===== src/design/cfm_pkg.sv =====
package cfm_pkg;

	localparam int RefWidth          = 25;
	localparam int HoldWidth         = 4;
	localparam int CfgIndexWidth     = 1;
	localparam int CharWidth         = 6;
	localparam int DecDigits         = 8;
	localparam int ShownDigits       = 5;
	localparam int BandCount         = 11;
	localparam int BandIdxWidth      = 4;
	localparam int LimitWidth        = 15;
	localparam int PeriodWidthDef    = 16;
	localparam int FactorFractionDef = 20;
	localparam int DigitCountDef     = 5;
	localparam longint DecScale      = 64'd10000000;

	localparam logic [CfgIndexWidth-1:0] RegReferenceClock = 1'b0;
	localparam logic [CfgIndexWidth-1:0] RegHoldBand       = 1'b1;

	localparam logic [RefWidth-1:0]  RefClockReset = 25'd1048576;
	localparam logic [HoldWidth-1:0] HoldBandReset = 4'd2;

	localparam logic [CharWidth-1:0] CharSpace = 6'd32;
	localparam logic [CharWidth-1:0] CharZero  = 6'd48;
	localparam logic [CharWidth-1:0] CharNine  = 6'd57;

	localparam logic [BandIdxWidth-1:0] BandClosed = 4'd9;
	localparam logic [BandIdxWidth-1:0] BandOpen   = 4'd10;

	typedef logic [DecDigits-1:0][3:0] bcd_t;

	function automatic logic [LimitWidth-1:0] band_limit(input logic [BandIdxWidth-1:0] idx);
		case (idx)
			4'd0:    return 15'd116;
			4'd1:    return 15'd600;
			4'd2:    return 15'd1000;
			4'd3:    return 15'd3000;
			4'd4:    return 15'd5000;
			4'd5:    return 15'd8000;
			4'd6:    return 15'd10000;
			4'd7:    return 15'd12001;
			4'd8:    return 15'd15000;
			4'd9:    return 15'd20000;
			default: return '0;
		endcase
	endfunction

	// Calibration factor in unsigned Q1.fb, rounded to nearest.
	function automatic longint band_factor(input int fb, input int idx);
		longint k;
		case (idx)
			0:       k = 64'd11110000;
			1:       k = 64'd11188000;
			2:       k = 64'd11160000;
			3:       k = 64'd11170000;
			4:       k = 64'd11160000;
			5:       k = 64'd11158600;
			6:       k = 64'd11193170;
			7:       k = 64'd11100830;
			8:       k = 64'd11158223;
			9:       k = 64'd11084170;
			default: k = DecScale;
		endcase
		return (k * (longint'(1) << fb) + DecScale / 2) / DecScale;
	endfunction

endpackage


===== src/design/cfm_band.sv =====
module cfm_band #(
	parameter int PW = cfm_pkg::PeriodWidthDef,
	parameter int FB = cfm_pkg::FactorFractionDef
) (
	input  logic                         clk,
	input  logic                         arst_n,
	input  logic                         start,
	input  logic [cfm_pkg::RefWidth-1:0] ref_clock,
	input  logic [PW-1:0]                period,
	output logic [FB:0]                  factor,
	output logic                         done
);
	import cfm_pkg::*;

	localparam int FW    = FB + 1;
	localparam int ProdW = LimitWidth + PW;
	localparam int CmpW  = (ProdW > RefWidth) ? ProdW : RefWidth;

	logic [FW-1:0]           factor_tab [BandCount];
	logic                    busy_q;
	logic                    done_q;
	logic [BandIdxWidth-1:0] band_q;
	logic [FW-1:0]           factor_q;
	logic [ProdW-1:0]        bound;
	logic [CmpW-1:0]         ref_ext;
	logic [CmpW-1:0]         bound_ext;
	logic                    hit;

	for (genvar g = 0; g < BandCount; g++) begin : g_factor
		assign factor_tab[g] = FW'(band_factor(FB, g));
	end

	assign bound     = ProdW'(band_limit(band_q)) * ProdW'(period);
	assign ref_ext   = CmpW'(ref_clock);
	assign bound_ext = CmpW'(bound);

	always_comb begin
		case (band_q)
			BandOpen:   hit = 1'b1;
			BandClosed: hit = (ref_ext <= bound_ext);
			default:    hit = (ref_ext < bound_ext);
		endcase
	end

	always_ff @(posedge clk or negedge arst_n) begin
		if (!arst_n) begin
			busy_q <= 1'b0;
			done_q <= 1'b0;
			band_q <= '0;
		end else begin
			done_q <= 1'b0;
			if (start) begin
				busy_q <= 1'b1;
				band_q <= '0;
			end else if (busy_q) begin
				if (hit) begin
					busy_q <= 1'b0;
					done_q <= 1'b1;
				end else begin
					band_q <= band_q + 1'b1;
				end
			end
		end
	end

	always_ff @(posedge clk) begin
		if (busy_q && hit) begin
			factor_q <= factor_tab[band_q];
		end
	end

	assign factor = factor_q;
	assign done   = done_q;

endmodule


===== src/design/cfm_mul.sv =====
module cfm_mul #(
	parameter int FB = cfm_pkg::FactorFractionDef
) (
	input  logic                            clk,
	input  logic                            arst_n,
	input  logic                            start,
	input  logic [cfm_pkg::RefWidth-1:0]    mcand,
	input  logic [FB:0]                     mplier,
	output logic [cfm_pkg::RefWidth+FB:0]   product,
	output logic                            done
);
	import cfm_pkg::*;

	localparam int FW   = FB + 1;
	localparam int CntW = $clog2(FW);

	logic [RefWidth-1:0] acc_q;
	logic [FW-1:0]       lo_q;
	logic [RefWidth:0]   sum;
	logic [CntW-1:0]     cnt_q;
	logic                busy_q;
	logic                done_q;

	assign sum = {1'b0, acc_q} + (lo_q[0] ? {1'b0, mcand} : '0);

	always_ff @(posedge clk or negedge arst_n) begin
		if (!arst_n) begin
			busy_q <= 1'b0;
			done_q <= 1'b0;
			cnt_q  <= '0;
		end else begin
			done_q <= 1'b0;
			if (start) begin
				busy_q <= 1'b1;
				cnt_q  <= '0;
			end else if (busy_q) begin
				cnt_q <= cnt_q + 1'b1;
				if (cnt_q == CntW'(FW - 1)) begin
					busy_q <= 1'b0;
					done_q <= 1'b1;
				end
			end
		end
	end

	always_ff @(posedge clk) begin
		if (start) begin
			acc_q <= '0;
			lo_q  <= mplier;
		end else if (busy_q) begin
			acc_q <= sum[RefWidth:1];
			lo_q  <= {sum[0], lo_q[FW-1:1]};
		end
	end

	assign product = {acc_q, lo_q};
	assign done    = done_q;

endmodule


===== src/design/cfm_div.sv =====
module cfm_div #(
	parameter int PW = cfm_pkg::PeriodWidthDef,
	parameter int FB = cfm_pkg::FactorFractionDef
) (
	input  logic                          clk,
	input  logic                          arst_n,
	input  logic                          start,
	input  logic [cfm_pkg::RefWidth+FB:0] product,
	input  logic [PW-1:0]                 period,
	output logic [cfm_pkg::RefWidth-1:0]  quotient,
	output cfm_pkg::bcd_t                 bcd,
	output logic                          done
);
	import cfm_pkg::*;

	localparam int FW   = FB + 1;
	localparam int PrW  = RefWidth + FW;
	localparam int RndW = PW + FB - 1;
	localparam int SumW = ((PrW > RndW) ? PrW : RndW) + 1;
	localparam int NW   = SumW - FB;
	localparam int QW   = RefWidth;
	localparam int CntW = $clog2(QW);

	logic [SumW-1:0]        sum_full;
	logic [NW-1:0]          num_full;
	logic [PW-1:0]          rem_q;
	logic [QW-1:0]          num_q;
	logic [QW-1:0]          quo_q;
	bcd_t                   bcd_q;
	bcd_t                   bcd_next;
	logic [DecDigits-1:0][3:0] adj;
	logic [DecDigits*4:0]   shifted;
	logic [PW:0]            trial;
	logic [PW:0]            diff;
	logic                   ge;
	logic [CntW-1:0]        cnt_q;
	logic                   busy_q;
	logic                   done_q;

	// Round half up by adding half the divisor before dropping the fraction.
	assign sum_full = SumW'(product) + (SumW'(period) << (FB - 1));
	assign num_full = sum_full[SumW-1:FB];

	assign trial = {rem_q, num_q[QW-1]};
	assign diff  = trial - {1'b0, period};
	assign ge    = (trial >= {1'b0, period});

	always_comb begin
		for (int d = 0; d < DecDigits; d++) begin
			adj[d] = (bcd_q[d] >= 4'd5) ? bcd_q[d] + 4'd3 : bcd_q[d];
		end
		shifted  = {adj, ge};
		bcd_next = shifted[DecDigits*4-1:0];
	end

	always_ff @(posedge clk or negedge arst_n) begin
		if (!arst_n) begin
			busy_q <= 1'b0;
			done_q <= 1'b0;
			cnt_q  <= '0;
		end else begin
			done_q <= 1'b0;
			if (start) begin
				busy_q <= 1'b1;
				cnt_q  <= '0;
			end else if (busy_q) begin
				cnt_q <= cnt_q + 1'b1;
				if (cnt_q == CntW'(QW - 1)) begin
					busy_q <= 1'b0;
					done_q <= 1'b1;
				end
			end
		end
	end

	always_ff @(posedge clk) begin
		if (start) begin
			rem_q <= PW'(num_full >> QW);
			num_q <= num_full[QW-1:0];
			quo_q <= '0;
			bcd_q <= '0;
		end else if (busy_q) begin
			rem_q <= ge ? diff[PW-1:0] : trial[PW-1:0];
			num_q <= {num_q[QW-2:0], 1'b0};
			quo_q <= {quo_q[QW-2:0], ge};
			bcd_q <= bcd_next;
		end
	end

	assign quotient = quo_q;
	assign bcd      = bcd_q;
	assign done     = done_q;

endmodule


===== src/design/capture_frequency_meter.sv =====
// Channel  Handshake                Payload
// in       in_valid / in_ready      capture_first, capture_second
// out      out_valid / out_ready    frequency, digit_ten_thousands .. digit_units, period_zero
// cfg      cfg_valid / cfg_ready    cfg_index, cfg_data
//
// A capture pair passes from acceptance through the band search, the serial multiplier
// and the bit-serial divider with its BCD shifter to a result. A pair whose period is
// zero skips those steps and goes straight to the load state; a pair of zeros
// is taken and dropped. One pair is in work at a time; in_ready is high between pairs,
// also while a result waits in the output register. cfg_ready is always high.
// Reset clears the held period and loads the register defaults.
module capture_frequency_meter #(
	parameter int PERIOD_WIDTH         = cfm_pkg::PeriodWidthDef,
	parameter int FACTOR_FRACTION_BITS = cfm_pkg::FactorFractionDef,
	parameter int DIGIT_COUNT          = cfm_pkg::DigitCountDef
) (
	input  logic                              clk,
	input  logic                              arst_n,
	input  logic                              in_valid,
	output logic                              in_ready,
	input  logic [PERIOD_WIDTH-1:0]           capture_first,
	input  logic [PERIOD_WIDTH-1:0]           capture_second,
	output logic                              out_valid,
	input  logic                              out_ready,
	output logic [cfm_pkg::RefWidth-1:0]      frequency,
	output logic [cfm_pkg::CharWidth-1:0]     digit_ten_thousands,
	output logic [cfm_pkg::CharWidth-1:0]     digit_thousands,
	output logic [cfm_pkg::CharWidth-1:0]     digit_hundreds,
	output logic [cfm_pkg::CharWidth-1:0]     digit_tens,
	output logic [cfm_pkg::CharWidth-1:0]     digit_units,
	output logic                              period_zero,
	input  logic                              cfg_valid,
	output logic                              cfg_ready,
	input  logic [cfm_pkg::CfgIndexWidth-1:0] cfg_index,
	input  logic [cfm_pkg::RefWidth-1:0]      cfg_data
);
	import cfm_pkg::*;

	localparam int PW = PERIOD_WIDTH;
	localparam int FB = FACTOR_FRACTION_BITS;

	typedef enum logic [4:0] {
		S_IDLE = 5'b00001,
		S_BAND = 5'b00010,
		S_MUL  = 5'b00100,
		S_DIV  = 5'b01000,
		S_LOAD = 5'b10000
	} state_t;

	state_t                 state_q;
	logic                   launch_q;
	logic [RefWidth-1:0]    ref_clock_q;
	logic [HoldWidth-1:0]   hold_band_q;
	logic [PW-1:0]          held_q;
	logic [PW-1:0]          per_q;
	logic                   zero_q;
	logic                   out_valid_q;
	logic [RefWidth-1:0]    frequency_q;
	logic [ShownDigits-1:0][CharWidth-1:0] chars_q;
	logic [ShownDigits-1:0][CharWidth-1:0] chars;
	logic                   period_zero_q;

	logic                   in_fire;
	logic                   both_zero;
	logic [PW-1:0]          per_raw;
	logic [PW-1:0]          per_diff;
	logic                   snap;
	logic [PW-1:0]          per_eff;
	logic                   load_fire;

	logic                   band_done;
	logic [FB:0]            factor;
	logic                   mul_done;
	logic [RefWidth+FB:0]   product;
	logic                   div_done;
	logic [RefWidth-1:0]    quotient;
	bcd_t                   bcd;
	bcd_t                   bcd_sel;
	logic [DecDigits-1:0]   lead;

	assign in_ready  = (state_q == S_IDLE);
	assign cfg_ready = 1'b1;
	assign in_fire   = in_valid && in_ready;
	assign both_zero = (capture_first == '0) && (capture_second == '0);

	assign per_raw  = capture_second - capture_first;
	assign per_diff = (per_raw >= held_q) ? per_raw - held_q : held_q - per_raw;
	assign snap     = (per_diff <= PW'(hold_band_q));
	assign per_eff  = snap ? held_q : per_raw;

	assign load_fire = (state_q == S_LOAD) && (!out_valid_q || out_ready);

	cfm_band #(.PW(PW), .FB(FB)) u_band (
		.clk       (clk),
		.arst_n    (arst_n),
		.start     (launch_q && (state_q == S_BAND)),
		.ref_clock (ref_clock_q),
		.period    (per_q),
		.factor    (factor),
		.done      (band_done)
	);

	cfm_mul #(.FB(FB)) u_mul (
		.clk     (clk),
		.arst_n  (arst_n),
		.start   (launch_q && (state_q == S_MUL)),
		.mcand   (ref_clock_q),
		.mplier  (factor),
		.product (product),
		.done    (mul_done)
	);

	cfm_div #(.PW(PW), .FB(FB)) u_div (
		.clk      (clk),
		.arst_n   (arst_n),
		.start    (launch_q && (state_q == S_DIV)),
		.product  (product),
		.period   (per_q),
		.quotient (quotient),
		.bcd      (bcd),
		.done     (div_done)
	);

	always_comb begin
		logic upper;
		upper   = 1'b0;
		bcd_sel = zero_q ? '0 : bcd;
		for (int j = DecDigits - 1; j >= 0; j--) begin
			upper   = upper | (bcd_sel[j] != 4'd0);
			lead[j] = upper;
		end
		for (int i = 0; i < ShownDigits; i++) begin
			chars[i] = ((i < DIGIT_COUNT) && lead[i]) ? CharZero + {2'b00, bcd_sel[i]}
				: CharSpace;
		end
	end

	always_ff @(posedge clk or negedge arst_n) begin
		if (!arst_n) begin
			state_q     <= S_IDLE;
			launch_q    <= 1'b0;
			held_q      <= '0;
			out_valid_q <= 1'b0;
			ref_clock_q <= RefClockReset;
			hold_band_q <= HoldBandReset;
		end else begin
			launch_q <= 1'b0;
			case (state_q)
				S_IDLE: begin
					if (in_fire && !both_zero) begin
						if (!snap) begin
							held_q <= per_raw;
						end
						if (per_eff == '0) begin
							state_q <= S_LOAD;
						end else begin
							state_q  <= S_BAND;
							launch_q <= 1'b1;
						end
					end
				end
				S_BAND: begin
					if (band_done) begin
						state_q  <= S_MUL;
						launch_q <= 1'b1;
					end
				end
				S_MUL: begin
					if (mul_done) begin
						state_q  <= S_DIV;
						launch_q <= 1'b1;
					end
				end
				S_DIV: begin
					if (div_done) begin
						state_q <= S_LOAD;
					end
				end
				S_LOAD: begin
					if (load_fire) begin
						state_q <= S_IDLE;
					end
				end
				default: state_q <= S_IDLE;
			endcase

			if (load_fire) begin
				out_valid_q <= 1'b1;
			end else if (out_ready) begin
				out_valid_q <= 1'b0;
			end

			if (cfg_valid) begin
				case (cfg_index)
					RegReferenceClock: ref_clock_q <= cfg_data;
					RegHoldBand:       hold_band_q <= cfg_data[HoldWidth-1:0];
					default:           ;
				endcase
			end
		end
	end

	always_ff @(posedge clk) begin
		if (in_fire && !both_zero) begin
			per_q  <= per_eff;
			zero_q <= (per_eff == '0);
		end
		if (load_fire) begin
			frequency_q   <= zero_q ? '0 : quotient;
			chars_q       <= chars;
			period_zero_q <= zero_q;
		end
	end

	assign out_valid           = out_valid_q;
	assign frequency           = frequency_q;
	assign digit_units         = chars_q[0];
	assign digit_tens          = chars_q[1];
	assign digit_hundreds      = chars_q[2];
	assign digit_thousands     = chars_q[3];
	assign digit_ten_thousands = chars_q[4];
	assign period_zero         = period_zero_q;

endmodule


===== config.mk =====
export PLATFORM = sky130hd
export DESIGN_NAME = capture_frequency_meter
export DESIGN_NICKNAME = d
export VERILOG_FILES = /design/src/design/cfm_pkg.sv /design/src/design/cfm_band.sv /design/src/design/cfm_mul.sv /design/src/design/cfm_div.sv /design/src/design/capture_frequency_meter.sv
export SDC_FILE = /design/constraint.sdc
export NUM_CORES = 1
export LEC_CHECK = 0
export BUFFER_PORTS_ARGS = -buffer_cell sky130_fd_sc_hd__buf_4
export CAP_MARGIN = 20
export CELL_PAD_IN_SITES_DETAIL_PLACEMENT = 0
export CELL_PAD_IN_SITES_GLOBAL_PLACEMENT = 1
export CORE_ASPECT_RATIO = 0.8
export CORE_UTILIZATION = 35
export DETAILED_ROUTE_END_ITERATION = 6
export PLACE_DENSITY_LB_ADDON = 0.1
export SKIP_LAST_GASP = 1
export SYNTH_ARGS = -nofsm -noshare
export SYNTH_HDL_FRONTEND = slang
export SYNTH_SLANG_ARGS = --single-unit

===== constraint.sdc =====
create_clock -name clk -period 26.3 [get_ports clk]
set_input_delay 1.315 -clock clk [delete_from_list [all_inputs] [get_ports clk]]
set_output_delay 1.315 -clock clk [all_outputs]
set_load 0.005 [all_outputs]

==> results.md, run 1 <==
- Outcome: complete, no violations
- Fin util: 39.8%
- Initial Utilization: between 30 and 40%
- Worst Hold Class: flip-flop to flip-flop
- Most frequent cells in the layout: inv_1 (334), nand2_1 (301), ha_1 (268)
- First drt pass iteration count: 5
- Setup CP Type: flip-flop to flip-flop
- Hold Vio Cnt, Final: 0
- Post-Layout Cell Count: slightly above 4000
- Most common cell on crit path: fa_1
- Clock-pin slew on the worst setup and hold paths: 0.06 ns
- Clock Latency Late Sink: 0.57 ns
- Core Footprint: 74200 µm²
- Final ANT Viol Nets: 0
- Commonest non-fill, non-tap cell in the layout: inv_1
- Iter 0 DRT Violations: 1475
- Global Route Usage Sum: between 20% and 30%
- CP endpoint kind: flip-flop
- Synth warn: 0
- Sequential share of the synthesized area: slightly below 30%
- FFs w/ async S/R, synth: 24.1%
- Antenna cells: 0
- Slew Limit Headroom: about a third
- Worst-Margin Slew: 0.987 ns
- DR vias/cell: between 5 and 6
- Startpoint types: flip-flop
- Setup crit end: u_band.factor[2]
- CTS Hold Bufs: 0
- Clock skew: 0.0251 ns
- # DRC: 0
- Fin Setup TNS: 0 ns
- Critical path startpoint: u_band.band_q[2]
- Final WL: 76300 µm
- Post-DP HPWL: 60300 µm
- Worst Path Max Fanout: 27
- Root Buffer: clkbuf_16
- CTS buffer count: 37
- Area delta synth->final: 11.9%
- Family with the most delay on the worst path: adder cells
- Final worst path period share: 42.0%
- Min cycle time layout: 11.06 ns
- H-tree level count: 2
- Row count: 89
- Slowest stage delay, CP: 0.96 ns
- Die height: 248 µm
- Worst path depth: 30
- R2R depth: 30
- Number of global-route vias before repair: 20400
- Post-Syn Area: 26400 µm²
- Max frequency: 90.4 MHz
- RD Place Congestion: between 0.9 and 1
- Maximum clock path buffer count: 3
- Overflow after GRT: 0
- Pins Over Slew Limit: 0
- WP buf/inv: 5
- FF-to-FF Start: u_band.band_q[2]
- # Max-Cap Violations: 0
- Yosys cell types: 90
- Min Hold Slack: ~0.47 ns
- CTS tree: built
- Post-CTS setup buffer count: 0
- I/O pins: 122
- Via count: 20700
- Worst reg2reg path endpoint: u_band.factor[2]
- Antenna violations before repair: 6
- Layout cells sized above 1: a little under a tenth
- Reg2Reg Setup Slack: 15.24 ns
- Die X: 309 µm
- Yosys reg bits: 299
- Largest net degree at the start of global routing: 67
- Setup violators final: 0
- Most frequently used flop master after synthesis: edfxtp_1
- Fill count: around 7600
- Avg Cell Area, Syn: between 8 and 9 µm²
- Port Buffers: 115
- Routed len/inst: 18.9 µm
- Cts repair resizes: 0
- Inst Count DP: ~4000
- DIE AREA: ~77000 µm²
- First-pass GRT wire length: 120000 µm
- CP max stage cell: dfrtp_1
- RSZ-0062 raised after global routing: false
- Clock sinks: 299
- Worst endpoint data arrival time: 11.24 ns
- Critical Path RT: 26.48 ns
- Post-Synthesis Cells: 2940
- Final layout net count: 3516
- Post-synth EDFFs: ~130
[cells by family after synthesis]
logic type | synth area share, %
AO/OA/AOI/OAI | 13.3
XOR/XNOR | 3.45
adder cells (fa/ha/maj) | 25.7
buffers and inverters | 6.71
flip-flops | 29.1
multiplexers | 3.86
other | 0.0142
AND/OR/NAND/NOR | 18.0
[synth_stat cells, drive strengths merged (7+ instances only)]
master | instances | area share, %
mux2 | 31 | 1.3
xnor2 | 62 | 2.1
o311ai | 7 | 0.23
nor2b | 61 | 1.4
nor2 | 233 | 3.3
xor2 | 42 | 1.4
edfxtp | 132 | 15
nor3 | 61 | 1.2
nand3 | 39 | 0.74
a21boi | 11 | 0.31
nand3b | 7 | 0.20
dfxtp | 95 | 7.2
and2 | 101 | 2.4
a31oi | 12 | 0.31
ha | 268 | 13
a21oi | 153 | 2.9
fa | 171 | 13
a221oi | 7 | 0.35
o21a | 21 | 0.60
inv | 334 | 4.8
nand2b | 43 | 1.0
buf | 26 | 0.60
mux2i | 67 | 2.5
nor3b | 8 | 0.23
dfrtp | 69 | 6.5
a21o | 36 | 1.0
nand2 | 302 | 4.3
clkbuf | 94 | 1.3
o21bai | 15 | 0.44
o211ai | 7 | 0.20
a211oi | 36 | 1.0
o31ai | 7 | 0.20
or3 | 19 | 0.45
o21ai | 195 | 3.7
nor4 | 27 | 0.64
nand4 | 35 | 0.83
and3 | 20 | 0.49
or2 | 7 | 0.17
[worst min path at each step]
stage / startpoint / to / slack, ns / cells past startpoint
after floorplan: u_div.done / state_q[3] / 0.44 / 1
after global placement: u_div.rem_q[15] / u_div.rem_q[15] / 0.46 / 2
after detailed placement: u_div.rem_q[15] / u_div.rem_q[15] / 0.47 / 2
after CTS: u_div.rem_q[15] / u_div.rem_q[15] / 0.47 / 2
after global routing: u_div.rem_q[15] / u_div.rem_q[15] / 0.48 / 2
final: u_div.rem_q[15] / u_div.rem_q[15] / 0.47 / 2
[worst register-to-register path: cells and delay by family (launching register included)]
kind            cells  cell delay [ns]
simple gates       11             3.54
buf+inv             5             0.92
compound gates      5             1.43
xor+xnor            1             0.10
fa+ha+maj           8             3.77
flops               1             0.96
[per-stage QoR]
step,worst slack (ns),instance area [µm²]
detailed placement,14.82,28300
global placement,15.24,28300
floorplan,17.22,26400
finish,15.24,29500
CTS,14.82,29500
global route,14.47,29500
[flip-flops by register name, summed over array words and instances (netlist names), 5 cells and up]
register / cells
u_div.rem_q: 16
ref_clock_q: 25
u_band.factor: 16
u_div.cnt_q: 5
u_div.num_q: 25
digit_ten_thousands: 5
frequency: 25
digit_tens: 5
state_q: 5
u_mul.acc_q: 25
held_q: 16
u_div.quotient: 24
digit_units: 5
per_q: 16
u_mul.cnt_q: 5
digit_hundreds: 5
digit_thousands: 5
u_mul.lo_q: 21
u_div.bcd: 32
[per-layer routing]
layer | global-route usage [%] | share of wire, % | vias up
met5 | 0 | 0 | -
li1 | - | - | 10100
met2 | 29.6 | 41 | 456
met1 | 29.9 | 50 | 10000
met3 | 4.22 | 6.4 | 94
met4 | 5.13 | 2.3 | 0
[layout make-up]
type | instances | area (µm²) | area share (%)
sequential | 299 | 7670 | 26.0
clock buffer | 44 | 952 | 3.23
timing repair buffer | 150 | 1150 | 3.89
tap | 1001 | 1250 | 4.24
clock inverter | 24 | 251 | 0.852
multi-input combinational | 2191 | 17000 | 57.5
inverter | 335 | 1260 | 4.26
Power of run 1 is not shown: default switching activity piles up to over one toggle a cycle in this logic, so the estimate is an artifact.
==> inputs of run 2 (changes only) <==
==> constraint.sdc (replaced) <==
create_clock -name clk -period 9.43 [get_ports clk]
set_input_delay 0.4715 -clock clk [delete_from_list [all_inputs] [get_ports clk]]
set_output_delay 0.4715 -clock clk [all_outputs]
set_load 0.005 [all_outputs]
==> results.md, run 2 (synthesized netlist as in run 1, its figures left out) <==
- Outcome: complete, no violations (unchanged)
- Antenna violations before repair: 6 (unchanged)
- DR vias/cell: 5.14 (was 5.13)
- Antenna cells: 0 (unchanged)
- Post-DP HPWL: 61900 µm (was 60300 µm)
- RD Place Congestion: 0.944 (was 0.925)
- CTS tree: built (unchanged)
- Worst Hold Class: input pin to flip-flop (was flip-flop to flip-flop)
- Final worst path period share: 95.2% (was 42.0%)
- DIE AREA: 76500 µm² (unchanged)
- Iter 0 DRT Violations: 1283 (was 1475)
- Core Footprint: 74200 µm² (unchanged)
- Pins Over Slew Limit: 0 (unchanged)
- CP max stage cell: fa_1 (was dfrtp_1)
- Final ANT Viol Nets: 0 (unchanged)
- Setup crit end: u_band.factor[5] (was u_band.factor[2])
- Global Route Usage Sum: 20.3% (was 20.2%)
- Clock skew: 0.0194 ns (was 0.0251 ns)
- Maximum clock path buffer count: 3 (unchanged)
- Worst-Margin Slew: 0.843 ns (was 0.987 ns)
- Most common cell on crit path: fa_1 (unchanged)
- Number of global-route vias before repair: 20800 (was 20400)
- Uppermost layer routed: met4 (unchanged)
- Final layout net count: 3563 (was 3516)
- R2R depth: 36 (was 30)
- Worst Path Max Fanout: 16 (was 27)
- Overflow after GRT: 0 (unchanged)
- Worst endpoint data arrival time: 9.29 ns (was 11.24 ns)
- Max frequency: 111 MHz (was 90.4 MHz)
- Min cycle time layout: 8.98 ns (was 11.06 ns)
- Port Buffers: 115 (unchanged)
- Fin util: 40.5% (was 39.8%)
- DR WL met3: 3300 µm (was 4900 µm)
- Die X: 309 µm (unchanged)
- Slew Limit Headroom: 43.7% (was 33.9%)
- Hold Vio Cnt, Final: 0 (unchanged)
- Clock-pin slew on the worst setup and hold paths: 0.07 ns (was 0.06 ns)
- First drt pass iteration count: 5 (unchanged)
- Slowest stage delay, CP: 0.55 ns (was 0.96 ns)
- Fill count: 7489 (was 7576)
- Met2 wire length: 33200 µm (was 31300 µm)
- Reg2Reg Setup Slack: 0.45 ns (was 15.24 ns)
- Clock Latency Late Sink: 0.57 ns (about the same)
- Routed len/inst: 18.8 µm (was 18.9 µm)
- First-pass GRT wire length: 121000 µm (was 120000 µm)
- Setup violators final: 0 (unchanged)
- Commonest non-fill, non-tap cell in the layout: inv_1 (unchanged)
- Most frequent cells in the layout: inv_1 (331), nand2_1 (301), ha_1 (268) (was inv_1 (334), nand2_1 (301), ha_1 (268))
- # DRC: 0 (unchanged)
- Fin Setup TNS: 0 ns (unchanged)
- Final WL: 77000 µm (was 76300 µm)
- Root Buffer: clkbuf_16 (unchanged)
- Clock sinks: 299 (unchanged)
- Die height: 248 µm (unchanged)
- CP endpoint kind: flip-flop (unchanged)
- H-tree level count: 2 (unchanged)
- Largest net degree at the start of global routing: 67 (unchanged)
- Layout cells sized above 1: 10.8% (was 9.00%)
- Initial Utilization: 35.6% (unchanged)
- Startpoint types: flip-flop (unchanged)
- # Max-Cap Violations: 0 (unchanged)
- Critical path startpoint: u_band.band_q[2] (unchanged)
- Setup CP Type: flip-flop to flip-flop (unchanged)
- Worst reg2reg path endpoint: u_band.factor[5] (was u_band.factor[2])
- I/O pins: 122 (unchanged)
- Max reg flops: 32 (unchanged)
- CTS buffer count: 37 (unchanged)
- Met1 wire length: 39500 µm (was 38400 µm)
- Area delta synth->final: 13.7% (was 11.9%)
- Via count: 21000 (was 20700)
- Critical Path RT: 9.74 ns (was 26.48 ns)
- FF-to-FF Start: u_band.band_q[2] (unchanged)
- Row count: 89 (unchanged)
==> run 2: routing by layer <==
metal	vias up	track usage, %
li1	10200	-
met1	10300	30.5
met2	409	31.4
met3	60	2.43
met4	0	3.52
met5	-	0
==> run 2: layout make-up <==
cell class              instances  area (µm²)  share of cell area [%]
clock buffers                  54        1050                    3.50
repair buffers                197        1510                    5.05
clock inverters                14         216                   0.721
flip-flops and latches        299        7680                    25.6
multi-input cells            2191       17000                    56.8
well taps                    1001        1250                    4.17
inverters                     335        1260                    4.20
==> run 2: per-stage QoR <==
stage	hold slack (ns)	setup WS, ns	cells	instance area (µm²)
2_1_floorplan	0.176	0.352	2945	26400
3_3_place_gp	0.386	0.104	4019	28600
3_5_place_dp	0.387	-0.0310	4020	28600
4_1_cts	0.119	0.0328	4089	29900
5_1_grt	0.137	-0.0150	4091	30000
6_report	0.151	0.453	4091	30000
==> run 2: worst min-delay path by stage <==
stage / from / to / slack, ns / depth (start not counted)
after global placement: arst_n / held_q[8] / 0.39 / 1
after CTS: cfg_data[17] / ref_clock_q[17] / 0.12 / 2
final: cfg_data[17] / ref_clock_q[17] / 0.15 / 2
after floorplan: arst_n / held_q[0] / 0.18 / 0
after global routing: cfg_data[18] / ref_clock_q[18] / 0.14 / 2
after detailed placement: arst_n / held_q[8] / 0.39 / 1
==> run 2: repair_timing <==
action	CTS	global route
hold endpoints to repair	16	0
endpoints found under the setup margin	16	22
pin swaps	0	2
hold buffers	1	0
gates resized for setup	1	16
buffers inserted	0	1
==> run 2: critical path, delay by kind of cell, from the launching register on <==
family | cells | cell delay, ns
xor+xnor | 1 | 0.28
compound gates | 11 | 1.83
simple gates | 8 | 1.33
flops | 1 | 0.39
fa+ha+maj | 9 | 4.02
buf+inv | 7 | 0.84
Power of run 2 is left out for the same reason.
==> inputs of run 3 (changes only) <==
==> constraint.sdc (replaced) <==
create_clock -name clk -period 7.2 [get_ports clk]
set_input_delay 0.36 -clock clk [delete_from_list [all_inputs] [get_ports clk]]
set_output_delay 0.36 -clock clk [all_outputs]
set_load 0.005 [all_outputs]
==> results.md, run 3 (synthesized netlist as in run 1, its figures left out) <==
- Max reg flops: 32 (unchanged)
- Sequential Area: 7680 µm² (about the same)
- Area delta synth->final: 22.0% (was 13.7%)
- Antenna cells: 0 (unchanged)
- Maximum clock path buffer count: 3 (unchanged)
- Clock sinks: 299 (unchanged)
- Most common cell on crit path: fa_1 (unchanged)
- Post-route cell area: 32200 µm² (was 30000 µm²)
- Clock skew: 0.0413 ns (was 0.0194 ns)
- Final WL: 82200 µm (was 77000 µm)
- Via count: 21900 (was 21000)
- Final layout net count: 3778 (was 3563)
- Number of global-route vias before repair: 21900 (was 20800)
- Placed Area: 30500 µm² (was 28600 µm²)
- Commonest non-fill, non-tap cell in the layout: buf_4 (was inv_1)
- Routed len/inst: 19.1 µm (was 18.8 µm)
- Min cycle time layout: 8.20 ns (was 8.98 ns)
- CP endpoint kind: flip-flop (unchanged)
- CTS buffer count: 37 (unchanged)
- Pins Over Slew Limit: 0 (unchanged)
- Most frequent cells in the layout: buf_4 (397), inv_1 (327), nand2_1 (296) (was inv_1 (331), nand2_1 (301), ha_1 (268))
- Outcome: complete, but fails checks (was complete, no violations)
- Die height: 248 µm (unchanged)
- Row count: 89 (unchanged)
- CTS tree: built (unchanged)
- Final ANT Viol Nets: 0 (unchanged)
- Initial Utilization: 35.6% (unchanged)
- DIE AREA: 76500 µm² (unchanged)
- Critical Path RT: 7.53 ns (was 9.74 ns)
- Inst Count DP: 4214 (was 4020)
- Largest net degree at the start of global routing: 67 (unchanged)
- Worst endpoint data arrival time: 8.54 ns (was 9.29 ns)
- Global Route Usage Sum: 21.6% (was 20.3%)
- Setup CP Type: flip-flop to flip-flop (unchanged)
- Die X: 309 µm (unchanged)
- Clock-pin slew on the worst setup and hold paths: 0.06 ns (was 0.07 ns)
- Clock Latency Late Sink: 0.59 ns (was 0.57 ns)
- DR vias/cell: 5.08 (was 5.14)
- Final worst path period share: 114% (was 95.2%)
- Layout cells sized above 1: 19.0% (was 10.8%)
- RD Place Congestion: 0.898 (was 0.944)
- Post-DP HPWL: 66100 µm (was 61900 µm)
- Setup violators final: 22 (was 0)
- Slew Limit Headroom: 31.0% (was 43.7%)
- Iter 0 DRT Violations: 1232 (was 1283)
- # DRC: 0 (unchanged)
- First-pass GRT wire length: 128000 µm (was 121000 µm)
- # Max-Cap Violations: 0 (unchanged)
- Startpoint types: flip-flop (unchanged)
- H-tree level count: 2 (unchanged)
- Post-route setup slack: -1.00 ns (was 0.453 ns)
- Post-Layout Cell Count: 4306 (was 4091)
- Core Footprint: 74200 µm² (unchanged)
- Fill count: 7301 (was 7489)
- Slowest stage delay, CP: 0.50 ns (was 0.55 ns)
- Multi-input gate area: 17600 µm² (was 17000 µm²)
- Worst Path Max Fanout: 8 (was 16)
- I/O pins: 122 (unchanged)
- Hold Vio Cnt, Final: 0 (unchanged)
- Antenna violations before repair: 2 (was 6)
- RSZ-0062 raised after global routing: true
- Root Buffer: clkbuf_16 (unchanged)
- Failing checks: negative setup slack
- CP max stage cell: fa_1 (unchanged)
- Worst-Margin Slew: 1.03 ns (was 0.843 ns)
- First drt pass iteration count: 5 (unchanged)
- Max frequency: 122 MHz (was 111 MHz)
- Overflow after GRT: 0 (unchanged)
- Worst Hold Class: input pin to flip-flop (unchanged)
- Port Buffers: 115 (unchanged)
## run 3: cell types whose count changed in the layout (fill, tap and decap cells not counted), moves of 7 or more
cell	change
a21oi_1	-7
o21ai_0	-13
clkbuf_1	-7
buf_4	+203
ha_1	-21
ha_4	+16
o21ai_2	+8
## run 3: path summary, 6_finish.rpt
kind,start,end,slack [ns],cells after the start
max reg2reg,u_band.band_q[0],u_band.factor[5],-1.00,40
max in group asynchronous,arst_n,u_div.busy_q,5.77,3
min reg2reg,u_div.rem_q[15],u_div.rem_q[15],0.47,2
min,cfg_data[4],ref_clock_q[4],0.03,2
min in group asynchronous,arst_n,held_q[11],0.21,2
max,u_band.band_q[0],u_band.factor[5],-1.00,40
## run 3: through the flow
| stage | util [%] | worst slack, ns | setup TNS, ns | hold WS [ns] |
|---|---|---|---|---|
| 2_1_floorplan | - | -0.455 | -9.13 | 0.0644 |
| 3_3_place_gp | 41.1 | -1.21 | -25.39 | 0.269 |
| 3_5_place_dp | 41.1 | -1.21 | -25.78 | 0.272 |
| 4_1_cts | 43.2 | -0.916 | -19.38 | 0.00195 |
| 5_1_grt | 43.4 | -1.35 | -29.10 | 0.0168 |
| 6_report | 43.4 | -1.00 | -21.46 | 0.0297 |
## run 3: layout make-up
| cell class | instances | area share [%] |
|---|---|---|
| clock buffers | 45 | 3.06 |
| clock inverters | 23 | 0.785 |
| inverters | 335 | 3.94 |
| multi-input cells | 2193 | 54.5 |
| flip-flops and latches | 299 | 23.8 |
| well taps | 1001 | 3.89 |
| repair buffers | 410 | 9.97 |
## run 3: metal layers
layer	vias up	track usage, %	part of all wire, %
met5	-	0	0.013
met4	2	4.91	1.9
met3	75	3.52	4.7
met2	426	34.1	45
met1	10700	30.8	49
li1	10700	-	-
## run 3: critical path: cells and delay by family (launching register included)
kind,cells,cell delay [ns]
fa+ha+maj,9,3.51
simple gates,10,1.70
buf+inv,11,0.92
flops,1,0.42
compound gates,9,1.25
xor+xnor,1,0.16
## run 3: timing repair
item | 4_1_cts | 5_1_grt
hold buffers | 1 | 0
cloned | 1 | 2
setup buffers | 11 | 9
endpoints found under the setup margin | 22 | 22
gates resized for setup | 42 | 17
hold endpoints to repair | 16 | 0
pin swaps | 25 | 2
Power of run 3 is left out for the same reason.
